--- config.mk ---
export PLATFORM = sky130hd
export DESIGN_NAME = ltfs_ctrl
export DESIGN_NICKNAME = d
export VERILOG_FILES = /design/src/rtl/ltfs_pkg.sv /design/src/rtl/ltfs_ctrl.sv
export SDC_FILE = /design/constraint.sdc
export NUM_CORES = 1
export LEC_CHECK = 0
export BUFFER_PORTS_ARGS = -buffer_cell sky130_fd_sc_hd__buf_2
export CORE_AREA = 2 2 39 41
export CTS_CLUSTER_DIAMETER = 30
export DETAILED_ROUTE_END_ITERATION = 16
export DIE_AREA = 0 0 41 43
export GPL_ROUTABILITY_DRIVEN = 0
export GPL_TIMING_DRIVEN = 0
export PLACE_DENSITY = 0.75
export SLEW_MARGIN = 40
export SYNTH_ARGS = -nofsm -noshare
export SYNTH_HDL_FRONTEND = slang
export SYNTH_SLANG_ARGS = --single-unit
--- constraint.sdc ---
create_clock -name clock -period 2.44 [get_ports clock]
set_clock_uncertainty 0.1 [all_clocks]
set_input_delay 0.122 -clock clock [delete_from_list [all_inputs] [get_ports clock]]
set_output_delay 0.122 -clock clock [all_outputs]
set_load 0.02 [all_outputs]
--- src/rtl/ltfs_pkg.sv ---
// ============================================================================
// Lower-triangular forward solve package
// Shared types, constants and arithmetic helpers for the forward solver.
// ============================================================================
package ltfs_pkg;

   localparam int MaxStates = 16;
   localparam int IdxW      = $clog2(MaxStates);
   localparam int DataW     = 32;
   localparam int RecipW    = 49;  // quotient width for 2^48 / magnitude

   localparam logic [0:0] AddrActive = 1'b0;
   localparam logic [0:0] AddrScale  = 1'b1;

   localparam logic ModeLoad   = 1'b0;
   localparam logic ModeVector = 1'b1;

   typedef enum logic [3:0] {
      ST_IDLE,
      ST_DIV,
      ST_DIV_DONE,
      ST_FETCH,
      ST_MAC,
      ST_ACCUM,
      ST_SUB,
      ST_RECIP,
      ST_SCALE,
      ST_OUT
   } state_type;

   // Multiplier operand selection.
   typedef enum logic [1:0] {
      MUL_MAC,
      MUL_RECIP,
      MUL_SCALE
   } mul_sel_type;

   typedef struct packed {
      logic        load_item;    // capture the accepted input item
      logic        div_start;    // initialise the reciprocal divider
      logic        div_step;     // one quotient bit
      logic        store_recip;  // write reciprocal of the diagonal
      logic        store_factor; // write the factor entry
      logic        clear_acc;    // start a new element
      logic        fetch;        // read factor and history at column j
      logic        mul_en;       // register the product
      mul_sel_type mul_sel;
      logic        acc_en;       // add the rounded product into the sum
      logic        sub_en;       // b minus sum, saturated
      logic        x_en;         // store solved element
      logic        out_load;     // fill output register
      logic        col_inc;
   } ctrl_type;

   typedef struct packed {
      logic mode;
      logic write_ok;      // factor write in range and on or below diagonal
      logic diag;
      logic div_done;
      logic col_done;      // column counter has reached the element index
   } status_type;

   function automatic logic signed [DataW-1:0] sat32(input logic signed [65:0] v);
      if (v > 66'sh0_7FFF_FFFF)       return 32'sh7FFF_FFFF;
      else if (v < -66'sh0_8000_0000) return 32'sh8000_0000;
      else                            return v[DataW-1:0];
   endfunction

   // Add half an LSB and floor-shift a Q.48 product down to Q.24.
   function automatic logic signed [41:0] round24(input logic signed [63:0] p);
      logic signed [64:0] t;
      t = {p[63], p} + 65'sd8388608;
      return {t[64], t[64:24]};
   endfunction

endpackage

--- src/rtl/ltfs_ctrl.sv ---
// ============================================================================
// Forward solve controller
// Sequences factor loads, the reciprocal division and the per-element
// multiply-accumulate loop.
// ============================================================================
module ltfs_ctrl (
   input  logic                clock,
   input  logic                reset,
   input  logic                in_valid,
   output logic                in_ready,
   output logic                out_valid,
   input  logic                out_ready,
   input  ltfs_pkg::status_type status,
   output ltfs_pkg::ctrl_type   ctrl
);
   import ltfs_pkg::*;

   state_type state_ff, state_in;
   logic      out_valid_ff, out_valid_in;

   always_comb begin
      state_in = state_ff;
      case (state_ff)
         ST_IDLE: begin
            if (in_valid) state_in = ST_DIV;
         end
         ST_DIV: begin
            // Captured item decides the path.
            if (status.mode == ModeVector) state_in = ST_FETCH;
            else if (!status.write_ok) state_in = ST_IDLE;
            else if (!status.diag) state_in = ST_IDLE;
            else if (status.div_done) state_in = ST_DIV_DONE;
         end
         ST_DIV_DONE: state_in = ST_IDLE;
         ST_FETCH: begin
            if (status.col_done) state_in = ST_SUB;
            else state_in = ST_MAC;
         end
         ST_MAC:   state_in = ST_ACCUM;
         ST_ACCUM: state_in = ST_FETCH;
         ST_SUB:   state_in = ST_RECIP;
         ST_RECIP: state_in = ST_SCALE;
         ST_SCALE: state_in = ST_OUT;
         ST_OUT: begin
            if (!out_valid_ff || out_ready) state_in = ST_IDLE;
         end
         default: state_in = ST_IDLE;
      endcase
   end

   always_comb begin
      ctrl = '0;
      ctrl.mul_sel = MUL_MAC;
      in_ready = (state_ff == ST_IDLE);
      out_valid_in = out_valid_ff && !out_ready;
      case (state_ff)
         ST_IDLE: begin
            ctrl.load_item = in_valid;
            ctrl.div_start = in_valid;
            ctrl.clear_acc = in_valid;
         end
         ST_DIV: begin
            ctrl.div_step = 1'b1;
            if (status.mode == ModeLoad && status.write_ok && !status.diag)
               ctrl.store_factor = 1'b1;
         end
         ST_DIV_DONE: begin
            ctrl.store_factor = 1'b1;
            ctrl.store_recip  = 1'b1;
         end
         ST_FETCH: ctrl.fetch = 1'b1;
         ST_MAC: begin
            ctrl.mul_en  = 1'b1;
            ctrl.mul_sel = MUL_MAC;
         end
         ST_ACCUM: begin
            ctrl.acc_en  = 1'b1;
            ctrl.col_inc = 1'b1;
         end
         ST_SUB: ctrl.sub_en = 1'b1;
         ST_RECIP: begin
            ctrl.mul_en  = 1'b1;
            ctrl.mul_sel = MUL_RECIP;
         end
         ST_SCALE: begin
            ctrl.x_en    = 1'b1;
            ctrl.mul_en  = 1'b1;
            ctrl.mul_sel = MUL_SCALE;
         end
         ST_OUT: begin
            if (!out_valid_ff || out_ready) begin
               ctrl.out_load = 1'b1;
               out_valid_in  = 1'b1;
            end
         end
         default: ;
      endcase
      out_valid = out_valid_ff;
   end

   always_ff @(posedge clock) begin
      if (reset) begin
         state_ff     <= ST_IDLE;
         out_valid_ff <= 1'b0;
      end else begin
         state_ff     <= state_in;
         out_valid_ff <= out_valid_in;
      end
   end

`ifndef SYNTHESIS
   a_load_only_idle: assert property (@(posedge clock) disable iff (reset)
      ctrl.load_item |-> state_ff == ST_IDLE)
      else $error("item captured outside idle");
   a_out_hold: assert property (@(posedge clock) disable iff (reset)
      out_valid_ff && !out_ready |=> out_valid_ff)
      else $error("result dropped while stalled");
   a_out_load_free: assert property (@(posedge clock) disable iff (reset)
      ctrl.out_load |-> (!out_valid_ff || out_ready))
      else $error("output register overwritten");
`endif
endmodule

==> Word level (Yosys, flattened, before mapping) <==
Index checks and enable logic that the tools add are counted.
W data, S select, Z words.
{ "word_totals": {"reg_bits": 5, "input_bits": 9} }
{ "op_classes": {"muxes": 23, "n_eq_ne": 12, "n_reduce_logical": 9, "n_bitwise": 1} }
{ "ops": {"columns": ["operator", "count"], "rows": [
  ["$pmux W4 S9", 1],
  ["$mux W4", 6],
  ["$eq A4 B3 Y1 const B", 4],
  ["$mux W1", 12],
  ["$pmux W3 S3", 1],
  ["$eq A4 B2 Y1 const B", 2],
  ["$eq A4 B4 Y1 const B", 2],
  ["$ne A5 B5 Y1 const B", 1],
  ["$eq A4 B1 Y1 const B", 1],
  ["$logic_not A4 Y1", 1],
  ["$mux W2", 2],
  ["$ne A2 B2 Y1 const B", 2],
  ["$logic_and A1 B1 Y1", 3],
  ["$logic_not A1 Y1", 3],
  ["$reduce_and A3 Y1", 1],
  ["$pmux W1 S2", 1],
  ["$logic_or A1 B1 Y1", 1],
  ["$not A1 Y1", 1]
]} }

==> Depth between registers and ports, before layout <==
{ "depth": {"depth_word": 5, "depth_mapped": 4} }

==> Worst setup path after synthesis <==
OpenSTA, ideal clock, no wires.
{ "synth_timing": {"path_kind": "reg-to-output", "from": "register state_ff[1]", "to": "output ctrl[13] (netlist name)", "path_buffers": 2, "stages_incl_launch_ff": 5, "path_slack_ps": 397, "t_arrival_ps": 1821, "path_cell_list": "dfxtp_1 buf_2 nor4_1 and2_1 buf_4"} }
{ "synth_lines": {"columns": ["item", "line", "source"], "rows": [
  ["from (decl)", "ltfs_ctrl.sv:18", "state_type state_ff, state_in;"],
  ["from (signal assigned)", "ltfs_ctrl.sv:106", "state_ff <= state_in;"],
  ["to (decl)", "ltfs_ctrl.sv:14", "output ltfs_pkg::ctrl_type ctrl"]
]} }

==> summary.txt <==
Clock network
  • Post-CTS sizing: 0
  • Clock buffer depth: 2
  • H-tree depth: 1
  • Latest clock arrival within the worst-skew pair: 0.24 ns
  • TritonCTS clock tree: yes
  • CTS root buffer: clkbuf_4
  • Post-CTS Setup Repair Bufs: 0
  • Clock-pin slew on the worst setup and hold paths: 0.04 ns
  • CTS buffer count: 3
  • Cts-stage hold buffer count: 0
  • Clk sinks: 5

Status
  • Status: finished, final reports clean

Power
  • Part of the power in registers: 32.9%
  • Clk pwr share: 33.5%
  • Psw: 0.0000891 W
  • Comb power frac: 33.5%
  • Int Power: 0.000186 W
  • Post-route total power: 0.000276 W
  • Leakage: 0.320 nW
  • Power Density: 444 nW/um2
  • Sw frac: 32.3%
  • Peak VDD IR: 0.218 mV

Worst setup path
  • Max stage delay on crit path: 0.34 ns
  • Buffers and inverters on the worst path: 3
  • Reg2Reg Depth: 3
  • Origin of the critical flop-to-flop path: state_ff[2]$_SDFFE_PP0P_
  • Crit. End Element: output pin
  • Reg2Reg Setup Slack: 1.06 ns
  • CP Data Arrival Time: 1.56 ns
  • CP Cell Sequence: buf_2, nor4_1, and2_1, buf_4, buf_2
  • WP data required: 2.22 ns
  • Worst reg2reg endpoint: state_ff[0]$_SDFFE_PP0P_
  • Crit path kind: register to output pin
  • CP Max Fanout: 10
  • Delay-heaviest family, CP: simple AND/OR/NAND/NOR gates
  • Cell mode on critical path: buf_2
  • CP startpoint kind: register
  • Crit-path slowest cell: dfxtp_1

Final layout
  • Share of post-route cells with drive strength above 1: 44.3%
  • Final #Nets: 98
  • Ant diodes: 0
  • Post-layout util: 44.8%
  • Area grow syn2layout: 38.2%
  • Final cell count without fillers: 104

Floorplan
  • Die X: 41 um
  • # IOs: 26
  • Core Rows: 14
  • Starting Density: 32.5%
  • Die H: 43 um
  • Core region area: 1380 um2
  • Full die area: 1760 um2

Placed design
  • Input/output buffers: 25
  • Placed Instances: 100
  • Dpl hpwl: 901 um
  • Worst slack, placed: 0.915 ns

Routing
  • Total number of vias: 510
  • Antenna-violating nets left: 0
  • Drt total wl: 1140 um
  • Avg WL per Cell: 11.0 um
  • Number of vias per cell: 4.90
  • DRT iter0 DRCs: 11
  • Drt first pass iters: 2
  • Residual DRC: 0

Job
  • Max-Cap Viols: 0

STA
  • RSZ-0062 raised after global routing: false
  • Sum Neg Setup Slack: 0 ns
  • Max Clk Rate: 561 MHz
  • Max_slew headroom: 75.3%
  • Final Cycle Share: 73.0%
  • Worst slew pin tran: 0.362 ns
  • Min Clock Period, post-route: 1.78 ns
  • Max-slew violation count: 0
  • Setup WS post-layout: 0.658 ns
  • Fin. Hold Viols: 0
  • Final setup violation count: 0

Global route
  • Tot GR Track Use: 14.9%
  • Overflow after GRT: 0
  • Number of global-route vias before repair: 436
  • First-pass GRT wire length: 1810 um
  • Maximum number of pins on one net before global-route repair: 11
  • Initial antenna violation count: 0

Min path
  • Hold path start: reset
  • Hold EP: out_valid$_SDFF_PP0_
  • Worst hold stages: 2
  • Worst Hold Class: input pin to register

Synthesis
  • Primary FF master, synth: dfxtp_1
  • Yosys reg bits: 5
  • Yosys cell types: 26
  • EDFF count, synth: 0
  • Post-synthesis sequential area ratio: 22.3%
  • Async set-reset flop share out of synthesis: 0%
  • Gate Count Post-Synth: 59
  • Syn_area_per_cell: 7.61 um2
  • Synth warn: 0
  • Synthesized cell area: 449 um2
  • Post-synthesis net count: 68
logic make-up after synthesis:
logic type	synth area share, %
AO/OA/AOI/OAI	25.6
XOR/XNOR	1.95
buffers and inverters	14.2
flip-flops	22.3
AND/OR/NAND/NOR	35.9
Yosys cell counts (2+ instances only):
cell type	count	area (um2)
inv_1	3	11.3
buf_2	3	15.0
o31ai_1	2	15.0
nand2b_1	3	18.8
a21oi_1	5	25.0
nor2b_1	4	25.0
a2111oi_0	2	17.5
dfxtp_1	5	100
nor2_1	5	18.8
buf_4	5	37.5
nor3_1	6	30.0
nand4bb_1	2	22.5
worst max-delay path by stage:
| stage | startpoint | endpoint | slack [ns] | depth (start not counted) |
|---|---|---|---|---|
| after global routing | state_ff[1]$_SDFFE_PP0P_ | ctrl[13] | 0.48 | 5 |
| after detailed placement | state_ff[1]$_SDFFE_PP0P_ | ctrl[13] | 0.92 | 5 |
| after CTS | state_ff[1]$_SDFFE_PP0P_ | ctrl[13] | 0.64 | 5 |
| after floorplan | state_ff[1]$_SDFFE_PP0P_ | ctrl[13] | 0.40 | 4 |
| final | state_ff[1]$_SDFFE_PP0P_ | ctrl[13] | 0.66 | 5 |
| after global placement | state_ff[1]$_SDFFE_PP0P_ | ctrl[14] | 0.95 | 5 |
final cells by class:
type	instances	area, um2
buffer	8	52.6
clock buffer	4	26.3
fill	147	763
inverter	3	11.3
multi-input combinational	43	285
sequential	5	100
tap	16	20.0
timing repair buffer	25	125
cells in the final DEF (no fill, tap or decap):
cell type,synthesis,final
a2111oi_0,2,2
a211o_1,1,1
a21oi_1,5,5
a221o_1,1,1
a2bb2oi_1,1,1
and2_1,1,1
and3_1,1,1
buf_2,3,28
buf_4,5,5
clkbuf_1,0,1
clkbuf_4,0,3
dfxtp_1,5,5
inv_1,3,3
nand2_1,1,1
nand2b_1,3,3
nand4bb_1,2,2
nor2_1,5,5
nor2b_1,4,4
nor3_1,6,6
nor3b_1,1,1
nor4_1,1,1
o211ai_1,1,1
o21ba_2,1,1
o22ai_2,1,1
o31ai_1,2,2
or2_2,1,1
or4b_1,1,1
xnor2_1,1,1
registers in the layout (all words and copies together) (netlist names):
name	cells
out_valid	1
state_ff	4
through the flow:
| step | cell area [um2] | hold slack [ns] |
|---|---|---|
| final | 621 | 0.0487 |
| after global routing | 621 | 0.0515 |
| after CTS | 621 | 0.0385 |
| after detailed placement | 594 | 0.295 |
| after global placement | 594 | 0.285 |
| after floorplan | 449 | 0.0911 |
per-layer routing:
metal	vias to the layer above	share of wire [%]	wire [um]	global-route usage, %
met2	19	44	508	21.9
met3	0	7.6	87	1.57
li1	272	-	-	-
met4	0	0	0	10.0
met1	219	48	546	19.3
met5	-	0	0	0
worst register-to-register path, delay by kind of cell, from the launching register on:
family | cells | cell delay [ns]
AOI/OAI and AO/OA | 2 | 0.35
DFF | 1 | 0.34
and+or+nand+nor | 1 | 0.54
power by group through the flow:
| stage | logic (W) | clock network (W) | registers, W |
|---|---|---|---|
| 2_1_floorplan | 0.0000642 | 0 | 0.0000903 |
| 3_3_place_gp | 0.0000913 | 0 | 0.0000918 |
| 3_5_place_dp | 0.0000924 | 0 | 0.0000918 |
| 4_1_cts | 0.0000927 | 0.0000981 | 0.0000904 |
| 5_1_grt | 0.000102 | 0.000105 | 0.0000911 |
| 6_report | 0.0000924 | 0.0000924 | 0.0000907 |
(Power assumes the default switching activity.)
